`config.mk`:
```
export PLATFORM = sky130hd
export DESIGN_NAME = plc_stack_alu_8_16_core
export DESIGN_NICKNAME = d
export VERILOG_FILES = /design/src/sv/psa_pkg.sv /design/src/sv/psa_div.sv /design/src/sv/plc_stack_alu_8_16_core.sv
export SDC_FILE = /design/constraint.sdc
export NUM_CORES = 2
export LEC_CHECK = 0
export BUFFER_PORTS_ARGS = -buffer_cell sky130_fd_sc_hd__buf_2
export CAP_MARGIN = 25
export CORE_MARGIN = 2
export CORE_UTILIZATION = 60
export CTS_BUF_LIST = sky130_fd_sc_hd__clkbuf_2 sky130_fd_sc_hd__clkbuf_4 sky130_fd_sc_hd__clkbuf_8
export DETAILED_ROUTE_END_ITERATION = 12
export PLACE_DENSITY = 0.75
export SETUP_SLACK_MARGIN = 0.05
export SLEW_MARGIN = 15
export SYNTH_ARGS = -nofsm -noshare
export SYNTH_HDL_FRONTEND = slang
export SYNTH_SLANG_ARGS = --single-unit
```
`constraint.sdc`:
```
create_clock -name clk -period 8.7 [get_ports clk]
set_input_delay 0.87 -clock clk [delete_from_list [all_inputs] [get_ports clk]]
set_output_delay 0.87 -clock clk [all_outputs]
set_load 0.02 [all_outputs]
```
`src/sv/psa_pkg.sv`:
```
// psa_pkg: shared types, codes and constants for the stack-machine integer alu
// no dependencies
package psa_pkg;

  typedef enum logic [4:0] {
    OP_SHL = 5'd0, OP_SHR = 5'd1, OP_ROR = 5'd2, OP_ROL = 5'd3,
    OP_AND = 5'd4, OP_OR = 5'd5, OP_XOR = 5'd6, OP_NOT = 5'd7,
    OP_GT = 5'd8, OP_GE = 5'd9, OP_EQ = 5'd10, OP_LE = 5'd11,
    OP_LT = 5'd12, OP_NE = 5'd13, OP_NEG = 5'd14, OP_ABS = 5'd15,
    OP_ADD = 5'd16, OP_MUL = 5'd17, OP_SUB = 5'd18, OP_DIV = 5'd19,
    OP_MOD = 5'd20
  } op_t;

  typedef enum logic [2:0] {
    TY_BOOL = 3'd0, TY_BYTE = 3'd1, TY_WORD = 3'd2, TY_SINT = 3'd3, TY_INT = 3'd4
  } ty_t;

  localparam logic [1:0] EXC_NONE    = 2'd0;
  localparam logic [1:0] EXC_DIV0    = 2'd1;
  localparam logic [1:0] EXC_ILLEGAL = 2'd2;

  localparam int DataW = 16;
  localparam int DivLat = DataW;

  typedef struct packed {
    logic [4:0]  mode;
    logic [2:0]  type_sel;
    logic [15:0] operand_a;
    logic [15:0] operand_b;
  } in_word_t;

  typedef struct packed {
    logic [15:0] result;
    logic [1:0]  exception;
  } out_word_t;

endpackage

```
`src/sv/psa_div.sv`:
```
// psa_div: pipelined unsigned 16-bit divider, one quotient bit per stage
// depends on psa_pkg
module psa_div (
  input  logic        clk,
  input  logic        rst_n,
  input  logic        in_vld,
  input  logic [15:0] in_a,
  input  logic [15:0] in_b,
  input  logic [15:0] in_tag,
  input  logic        in_want_mod,
  input  logic        in_neg_q,
  input  logic        in_neg_r,
  input  logic [15:0] in_side,
  output logic        out_vld,
  output logic [15:0] out_q,
  output logic [15:0] out_r,
  output logic [15:0] out_tag,
  output logic [15:0] out_side,
  output logic        out_want_mod,
  output logic        out_neg_q,
  output logic        out_neg_r
);

  localparam int N = psa_pkg::DivLat;

  typedef struct packed {
    logic [15:0] quo;
    logic [16:0] rem;
    logic [15:0] dsr;
    logic [15:0] tag;
    logic [15:0] side;
    logic        want_mod;
    logic        neg_q;
    logic        neg_r;
  } dstage_t;

  dstage_t     st_r  [N+1];
  logic [N:0]  vld_r;
  dstage_t     st_nxt [N+1];

  always_comb begin
    st_nxt[0] = '{quo: in_a, rem: '0, dsr: in_b, tag: in_tag, side: in_side,
                  want_mod: in_want_mod, neg_q: in_neg_q, neg_r: in_neg_r};
  end

  for (genvar i = 0; i < N; i++) begin : g_stage
    logic [16:0] sh;
    logic [16:0] df;
    always_comb begin
      sh = {st_r[i].rem[15:0], st_r[i].quo[15]};
      df = sh - {1'b0, st_r[i].dsr};
      st_nxt[i+1] = st_r[i];
      if (!df[16]) begin
        st_nxt[i+1].rem = df;
        st_nxt[i+1].quo = {st_r[i].quo[14:0], 1'b1};
      end else begin
        st_nxt[i+1].rem = sh;
        st_nxt[i+1].quo = {st_r[i].quo[14:0], 1'b0};
      end
    end
  end

  always_ff @(posedge clk) begin
    for (int k = 0; k <= N; k++) begin
      st_r[k] <= st_nxt[k];
    end
    if (!rst_n) begin
      vld_r <= '0;
    end else begin
      vld_r <= {vld_r[N-1:0], in_vld};
    end
  end

  assign out_vld      = vld_r[N];
  assign out_q        = st_r[N].quo;
  assign out_r        = st_r[N].rem[15:0];
  assign out_tag      = st_r[N].tag;
  assign out_side     = st_r[N].side;
  assign out_want_mod = st_r[N].want_mod;
  assign out_neg_q    = st_r[N].neg_q;
  assign out_neg_r    = st_r[N].neg_r;

endmodule

```
`src/sv/plc_stack_alu_8_16_core.sv`:
```
// plc_stack_alu_8_16_core: one operation of a stack-machine integer alu per cycle.
// busy is always low: a new word may be started in every cycle. Every word passes the
// decode register, the divider's input rank, its 16 quotient stages and the output register,
// so its result word is on out_valid after the output register; the receiver cannot stall.
// depends on psa_pkg and psa_div
module plc_stack_alu_8_16_core (
  input  logic                clk,
  input  logic                rst_n,
  input  logic                start,
  output logic                busy,
  input  psa_pkg::in_word_t   in_word,
  output logic                out_valid,
  output psa_pkg::out_word_t  out_word
);

  // stage 1: decode, operand prep
  logic        s1_vld_r;
  logic [4:0]  s1_mode_r;
  logic        s1_wide_r, s1_ill_r, s1_bool_r, s1_arith_r, s1_dz_r;
  logic [15:0] s1_x_r, s1_y_r, s1_b_r, s1_ax_r, s1_ay_r;
  logic        s1_nx_r, s1_ny_r;

  logic        wide, ill, bl, lg, ar;
  logic [15:0] x, y, ax, ay;
  logic        nx, ny, dz;

  always_comb begin
    wide = (in_word.type_sel == psa_pkg::TY_WORD) || (in_word.type_sel == psa_pkg::TY_INT);
    bl = (in_word.type_sel == psa_pkg::TY_BOOL) && (in_word.mode <= psa_pkg::OP_NE);
    lg = ((in_word.type_sel == psa_pkg::TY_BYTE) || (in_word.type_sel == psa_pkg::TY_WORD))
         && (in_word.mode <= psa_pkg::OP_NOT);
    ar = ((in_word.type_sel == psa_pkg::TY_SINT) || (in_word.type_sel == psa_pkg::TY_INT))
         && (in_word.mode >= psa_pkg::OP_NEG) && (in_word.mode <= psa_pkg::OP_MOD);
    ill = !(bl || lg || ar);
    if (wide) begin
      x = in_word.operand_a;
      y = in_word.operand_b;
    end else begin
      x = {{8{in_word.operand_a[7]}}, in_word.operand_a[7:0]};
      y = {{8{in_word.operand_b[7]}}, in_word.operand_b[7:0]};
    end
    nx = x[15];
    ny = y[15];
    ax = nx ? (16'd0 - x) : x;
    ay = ny ? (16'd0 - y) : y;
    dz = (y == 16'd0);
  end

  always_ff @(posedge clk) begin
    s1_mode_r  <= in_word.mode;
    s1_wide_r  <= wide;
    s1_ill_r   <= ill;
    s1_bool_r  <= bl;
    s1_arith_r <= ar;
    s1_dz_r    <= dz;
    s1_x_r     <= x;
    s1_y_r     <= y;
    s1_b_r     <= in_word.operand_b;
    s1_ax_r    <= ax;
    s1_ay_r    <= ay;
    s1_nx_r    <= nx;
    s1_ny_r    <= ny;
    if (!rst_n) s1_vld_r <= 1'b0;
    else        s1_vld_r <= start;
  end

  // stage 2: compute everything but division
  logic [15:0] r2;
  logic [1:0]  e2;
  logic [15:0] mask2, xm, ym;
  logic [4:0]  wbits;
  logic [15:0] samt;
  logic        sneg;
  logic [15:0] mag;
  logic        left;
  logic [3:0]  rn;
  logic [31:0] rdbl;
  logic [15:0] prod;

  always_comb begin
    mask2 = s1_wide_r ? 16'hFFFF : 16'h00FF;
    wbits = s1_wide_r ? 5'd16 : 5'd8;
    xm = s1_x_r & mask2;
    ym = s1_y_r & mask2;
    samt = s1_b_r;
    sneg = samt[15];
    mag = sneg ? (16'd0 - samt) : samt;
    left = (s1_mode_r == psa_pkg::OP_SHL) ^ sneg;
    rn = s1_wide_r ? s1_b_r[3:0] : {1'b0, s1_b_r[2:0]};
    prod = s1_x_r * s1_y_r;
    rdbl = '0;
    r2 = '0;
    e2 = psa_pkg::EXC_NONE;
    if (s1_ill_r) begin
      e2 = psa_pkg::EXC_ILLEGAL;
    end else if (s1_bool_r) begin
      unique case (s1_mode_r)
        psa_pkg::OP_SHL, psa_pkg::OP_SHR: r2 = {15'd0, (s1_b_r == 16'd0) & s1_x_r[0]};
        psa_pkg::OP_ROR, psa_pkg::OP_ROL: r2 = {15'd0, s1_x_r[0]};
        psa_pkg::OP_AND: r2 = {15'd0, s1_x_r[0] & s1_b_r[0]};
        psa_pkg::OP_OR:  r2 = {15'd0, s1_x_r[0] | s1_b_r[0]};
        psa_pkg::OP_XOR: r2 = {15'd0, s1_x_r[0] ^ s1_b_r[0]};
        psa_pkg::OP_NOT: r2 = {15'd0, ~s1_x_r[0]};
        psa_pkg::OP_GT:  r2 = {15'd0, s1_x_r[0] & ~s1_b_r[0]};
        psa_pkg::OP_GE:  r2 = {15'd0, s1_x_r[0] | ~s1_b_r[0]};
        psa_pkg::OP_EQ:  r2 = {15'd0, ~(s1_x_r[0] ^ s1_b_r[0])};
        psa_pkg::OP_LE:  r2 = {15'd0, ~s1_x_r[0] | s1_b_r[0]};
        psa_pkg::OP_LT:  r2 = {15'd0, ~s1_x_r[0] & s1_b_r[0]};
        default:         r2 = {15'd0, s1_x_r[0] ^ s1_b_r[0]};
      endcase
    end else if (!s1_arith_r) begin
      unique case (s1_mode_r)
        psa_pkg::OP_SHL, psa_pkg::OP_SHR: begin
          if (mag >= {11'd0, wbits}) r2 = '0;
          else if (left) r2 = (xm << mag[3:0]) & mask2;
          else r2 = xm >> mag[3:0];
        end
        psa_pkg::OP_ROR: begin
          rdbl = s1_wide_r ? {xm, xm} : {16'd0, xm[7:0], xm[7:0]};
          r2 = 16'(rdbl >> rn) & mask2;
        end
        psa_pkg::OP_ROL: begin
          rdbl = s1_wide_r ? {xm, xm} : {16'd0, xm[7:0], xm[7:0]};
          r2 = s1_wide_r ? 16'((rdbl << rn) >> 16) : 16'(({16'd0, xm[7:0], xm[7:0]} << rn) >> 8)
               & mask2;
        end
        psa_pkg::OP_AND: r2 = xm & ym;
        psa_pkg::OP_OR:  r2 = xm | ym;
        psa_pkg::OP_XOR: r2 = xm ^ ym;
        default:         r2 = ~xm & mask2;
      endcase
    end else begin
      unique case (s1_mode_r)
        psa_pkg::OP_NEG: r2 = (16'd0 - s1_x_r) & mask2;
        psa_pkg::OP_ABS: r2 = s1_ax_r & mask2;
        psa_pkg::OP_ADD: r2 = (s1_x_r + s1_y_r) & mask2;
        psa_pkg::OP_MUL: r2 = prod & mask2;
        psa_pkg::OP_SUB: r2 = (s1_x_r - s1_y_r) & mask2;
        default: begin
          if (s1_dz_r) e2 = psa_pkg::EXC_DIV0;
        end
      endcase
    end
  end

  logic is_div;
  assign is_div = s1_arith_r && !s1_dz_r &&
                  ((s1_mode_r == psa_pkg::OP_DIV) || (s1_mode_r == psa_pkg::OP_MOD));

  // side word: {12 unused zero bits, div flag, wide, exception}; the non-division result rides in tag
  logic        d_vld, d_wm, d_nq, d_nr;
  logic [15:0] d_q, d_r, d_tag, d_side;

  psa_div u_div (
    .clk(clk), .rst_n(rst_n),
    .in_vld(s1_vld_r),
    .in_a(s1_ax_r), .in_b(s1_ay_r),
    .in_tag(r2),
    .in_want_mod(s1_mode_r == psa_pkg::OP_MOD),
    .in_neg_q(s1_nx_r ^ s1_ny_r),
    .in_neg_r(s1_nx_r),
    .in_side({12'd0, is_div, s1_wide_r, e2}),
    .out_vld(d_vld), .out_q(d_q), .out_r(d_r), .out_tag(d_tag), .out_side(d_side),
    .out_want_mod(d_wm), .out_neg_q(d_nq), .out_neg_r(d_nr)
  );

  // final stage: sign fixup and output register
  logic [15:0] fq, fr, fres, fmask;
  always_comb begin
    fmask = d_side[2] ? 16'hFFFF : 16'h00FF;
    fq = d_nq ? (16'd0 - d_q) : d_q;
    fr = d_nr ? (16'd0 - d_r) : d_r;
    fres = d_side[3] ? ((d_wm ? fr : fq) & fmask) : d_tag;
  end

  logic        ov_r;
  logic [15:0] or_r;
  logic [1:0]  oe_r;
  always_ff @(posedge clk) begin
    or_r <= fres;
    oe_r <= d_side[1:0];
    if (!rst_n) ov_r <= 1'b0;
    else        ov_r <= d_vld;
  end

  assign busy = 1'b0;
  assign out_valid = ov_r;
  assign out_word.result = or_r;
  assign out_word.exception = oe_r;

endmodule

```
* Word level (Yosys, flattened, before mapping)
Memory sizes are Yosys's and may differ from the RTL's.
Cells that the tools add are included.
** Operators by class
- Add/sub/neg operators :: 24
- $mul :: 1
- Div/mod/pow operators :: 0
- $lt $le $gt $ge :: 5
- Equal/unequal tests :: 23
- Shift operators :: 5
- Mux-type cells :: 44
- Bitwise logic cells :: 29
- Reductions and logical operators :: 21
** Operators with widths (number)
- two-way mux 18 bit :: 16
- subtractor 17 x 16 -> 17 bit :: 16
- two-way mux 16 bit :: 15
- bitwise AND 16 bit :: 13
- case mux 16 bit (6 select lines) :: 1
- subtractor 1 x 16 -> 16 bit, first input constant :: 6
- case mux 16 bit (5 select lines) :: 1
- equality test 5 x 4 -> 1 bit, second input constant :: 7
- zero test 16 bit :: 2
- two-way mux 32 bit :: 1
- << shifter 32 x 4 -> 32 bit :: 1
- right shift 32 x 4 -> 16 bit :: 1
- two-way mux 15 bit :: 2
- equality test 5 bit, second input constant :: 5
- << shifter 16 x 4 -> 24 bit :: 1
- equality test 5 x 3 -> 1 bit, second input constant :: 4
- adder 16 bit :: 1
- greater-or-equal comparator 16 x 5 -> 1 bit :: 1
- multiplier 16 x 16 -> 16 bit :: 1
- inverter 16 bit :: 1
- OR 16 bit :: 1
- << shifter 16 x 4 -> 16 bit :: 1
- right shift 16 x 4 -> 16 bit :: 1
- subtractor 16 bit :: 1
- 26 further kinds :: 52
** Storage, ports and cells
- Flip-flop bits (word level) :: 129
- Bits in latches :: 0
- Bits in writable memories :: 1428
- ROM bits :: 0
- Bits of input ports :: 43
- Output and inout bits :: 20
- Word-level logic and storage cells :: 173
- Memories kept :: 1
** Memories
- u_div.st_r :: depth 17, bits a word 84, read ports 17, clocked after Yosys merged registers in 0, write ports 17, line psa_div.sv:37 : dstage_t st_r [N+1];

* Depth between registers and ports, before layout
- Word-level depth :: 10
- Depth in mapped cells :: 26
- Gate-level depth less buffers :: 24

* Hierarchy
Synthesis repeated with hierarchy kept, for this count alone.
** Unflattened totals
- Cell total of the unflattened synthesis :: 5460
- Area total of the unflattened synthesis :: 58025.7 um^2
** By module, submodules not included
- psa_div :: instances 1, cells an instance 3496, area an instance 43060.0 um^2, seq. area each 27946.8 um^2
- plc_stack_alu_8_16_core :: instances 1, cells an instance 1964, area an instance 14965.6 um^2, seq. area each 2001.9 um^2

* Worst setup path before layout
OpenSTA, ideal clock, no wires.
- Kind :: register to register
- From :: register s1_b_r[1]
- To :: memory u_div.st_r[0][34] (netlist name)
- Setup time :: 0.127 ns
- Arrival time :: 6.265 ns
- Data required time :: 8.573 ns
- Slack :: 2.308 ns
- Cell stages (with the launch flop) :: 22
- Buffers on the path :: 4
- Clock period less this slack :: 6.392 ns
- Cells stage by stage :: dfxtp_1 buf_1 buf_1 clkbuf_1 clkbuf_1 nand2_1 fa_1 fa_1 fa_1 fa_1 inv_1 fa_1 inv_1 fa_1 inv_1 ha_1 a21o_1 a221o_1 a31oi_1 xnor2_1 a221oi_1 o21ai_0
** RTL lines
- from (decl) :: line plc_stack_alu_8_16_core.sv:20 : logic [15:0] s1_x_r, s1_y_r, s1_b_r, s1_ax_r, s1_ay_r;
- from (signal assigned) :: line plc_stack_alu_8_16_core.sv:58 : s1_b_r <= in_word.operand_b;
- to (decl) :: line psa_div.sv:37

==> metrics.csv <==
stage,metric,value,unit
floorplanning,io_pins,63,
placed_design,io_buffers,61,
setup_path,cp_top_family,adder cells,
setup_path,worstSetupPathType,register to register,
setup_path,startpoint_type,register,
setup_path,required,9.43,ns
final_layout,fin_nets,5827,
status,status,"complete, no violations",
route,initialDrtViolationCount,2672,
min_path,whs_path_depth,1,
power,irDropWorstVdd,0.000406,V
floorplanning,die-area,88500,um2
min_path,hp-start,in_word[16],
final_layout,drive_above_1_share,0.110,
floorplanning,rows,107,
global_routing,grt_pass1_wl,186000,um
yosys,synth_top_area_cell,dfxtp_1,
route,drt_wl_total,117000,um
sta,setup_violations,0,
min_path,hold_class,input port to register,
final_layout,regArea,25900,um2
clock_tree,cts_max_level,4,
clock_tree,cts_tree,yes,
sta,worst_pin_slew,1.03,ns
yosys,syn-cell-area,51700,um2
floorplanning,die_h,297,um
final_layout,multi_input_area,23500,um2
clock_tree,clkTransAtPathRegs,0.07,ns
yosys,synth_ff_type,dfxtp_1,
placed_design,gp_congestion,1.04,
final_layout,fillers,6550,
global_routing,busiest_layer,met2,
route,vias_per_cell,5.43,
global_routing,use_met2,0.436,
route,routedWlPerCell,17.6,um
global_routing,grt_max_degree,64,
sta,grt_setup_unrepaired,false,
setup_path,worstPathArrival,7.01,ns
yosys,yosysWarnings,0,
clock_tree,ctsResizeCount,0,
setup_path,slowest_stage,dfxtp_1,
setup_path,crit_fanout,11,
setup_path,crit_path_max_incr_delay,0.60,ns
sta,finalCritPeriodShare,0.722,
clock_tree,clock_path_buffers,3,
sta,hold_viol_final,0,
power,power_density,386,nW/um2
sta,worst_clock_skew,0.0489,ns
global_routing,met1_usage,0.332,
sta,fmaxAchievable,159,MHz
sta,post-route-min-period,6.28,ns
placed_design,dp_hpwl,85600,um
yosys,synth_top_area_frac,0.500,
yosys,synth_commonest_cells,"dfxtp_1 (1292), nor2_1 (512), inv_1 (469)",
clock_tree,cts_sinks,1292,
sta,drv_slew,0,
global_routing,antenna_found_initial,6,
global_routing,first_global_vias,35623,
yosys,yosysSeqAreaShare,0.500,
yosys,ys_async_sr_fraction,0,
yosys,syn_area_per_cell,9.96,um2
final_layout,syn2layout_area_growth,11.5,%
setup_path,cp-startpoint,s1_b_r[5],
floorplanning,fp.dieW,297,um
global_routing,grt.met3_usage,0.0603,
floorplanning,core_area,85300,um2
global_routing,groute.usage.overall,0.263,
clock_tree,hold_buffers,0,
sta,slew_headroom,0.308,
setup_path,reg2reg_to,u_div.st_r[0][34],
yosys,synth_most_common_cell,dfxtp_1,
final_layout,final_util,0.676,
route,ant_nets,0,
setup_path,worstReg2RegStart,s1_b_r[5],
clock_tree,numCtsBuffers,187,
floorplanning,start_util,0.606,
route,drc_errors,0,
sta,fin_tns_setup,0,ns
power,power_leakage,0.0254,uW
global_routing,grt_overflow,0,
setup_path,reg2reg_setup_slack,2.42,ns
setup_path,r2r_cells,19,
yosys,ys_types,79,
clock_tree,cts-root-buf,clkbuf_8,
yosys,synthTopCellsByArea,"dfxtp_1 (50%), ha_1 (8.4%), a21oi_1 (3.9%)",
clock_tree,post_cts_buffers,0,
flow_run,drv_cap,0,
setup_path,path_cells,clkinv_1 > nor2_1 > fa_1 > inv_1 > fa_1 > fa_1 > fa_1 > inv_1 > fa_1 > inv_1 > fa_1 > inv_1 > ha_1 > a21o_1 > a221o_1 > a31oi_1 > xnor2_1 > a221oi_1 > o21ai_0,
setup_path,critPathCaptureType,register,
clock_tree,clk_latency,0.87,ns
route,first_pass_iters,6,
route,vias,36028,
setup_path,crit_top_cell,fa_1,
yosys,syn_inst,5191,
setup_path,critPathBufInv,5,
yosys,ys_ff_latch,1292,
yosys,synth-edff-count,0,
min_path,min_to,s1_x_r[0],
## stage by stage
step / cell area (um2) / setup WS (ns) / hold slack (ns) / power, uW / std cells
after floorplan: 51700 / 2.31 / 0.310 / 15100 / 5198
final: 57600 / 2.42 / 0.132 / 22200 / 6629
after global placement: 53400 / 2.58 / 0.310 / 16800 / 6292
after detailed placement: 53400 / 2.53 / 0.312 / 17000 / 6292
after CTS: 57600 / 2.50 / 0.0517 / 22300 / 6624
after global routing: 57600 / 2.07 / 0.0669 / 23900 / 6627
## worst max-delay path by stage
stage / endpoint / cells after the start / slack (ns)
floorplan: u_div.st_r[0][34] / 21 / 2.31
global placement: u_div.st_r[0][34] / 19 / 2.58
detailed placement: u_div.st_r[0][31] / 23 / 2.53
CTS: u_div.st_r[0][34] / 19 / 2.50
global route: u_div.st_r[0][31] / 23 / 2.07
finish: u_div.st_r[0][34] / 19 / 2.42
## metal layers
metal  routed length [um]  vias up
li1                     -    17776
met1                50200    16843
met2                54300     1146
met3                 8440      255
met4                 3840        8
met5                   54        -
## logic make-up after synthesis
logic type,synth area share
buffers and inverters,0.0474
and+or+nand+nor,0.109
AOI/OAI and AO/OA,0.125
xor gates and xnor gates,0.0586
DFF,0.500
muxes,0.0373
adders and majority gates,0.122
other,0.0000726
## registers in the layout, summed over array words and instances (netlist names), 2 cells and up
register,count
oe_r,2
u_div.vld_r,17
s1_ax_r,15
s1_ay_r,15
s1_b_r,16
s1_mode_r,5
s1_x_r,15
s1_y_r,7
or_r,16
u_div.st_r,1175
## worst reg2reg max path: cells and delay by family, from the launching register on
kind	cells	cell delay (ns)
compound gates	5	1.30
xor+xnor	1	0.10
fa+ha+maj	7	3.25
buf+inv	5	0.64
flops	1	0.60
simple gates	1	0.23
## report_power, final
part | switching [uW] | internal [uW] | total [uW]
clock | 2270 | 2900 | 5170
sequential | 681 | 7290 | 7970
combinational | 5040 | 4050 | 9090
## area by class of cell
cell class,instances,share of cell area
flip-flops and latches,1292,0.449
clock buffers,296,0.0635
diodes,3,0.000130
multi-input cells,3262,0.409
inverters,477,0.0311
well taps,1144,0.0248
repair buffers,119,0.0128
clock inverters,36,0.0100
## layout by cell type (no fill, tap or decap), types with 17 or more instances in the layout
master,Yosys,layout
a211oi_1,27,27
a21o_1,21,21
a21oi_1,399,399
a31oi_1,21,21
and2_1,57,57
and3_1,27,27
buf_2,4,63
buf_4,1,56
clkbuf_4,0,66
clkbuf_8,0,230
dfxtp_1,1292,1288
fa_1,96,96
ha_1,349,349
inv_1,469,469
mux2_2,105,105
mux2i_1,52,51
nand2_1,324,324
nand2b_1,98,98
nand3_1,56,56
nand3b_1,17,17
nor2_1,512,512
nor2b_1,29,29
nor3_1,46,44
o211ai_1,36,36
o21a_1,38,38
o21ai_0,257,256
o22ai_1,34,34
o31ai_1,35,35
o41ai_1,33,32
or3_1,25,25
xnor2_1,202,188
xor2_1,144,144
Note: power is estimated with default switching activity, not from simulation.
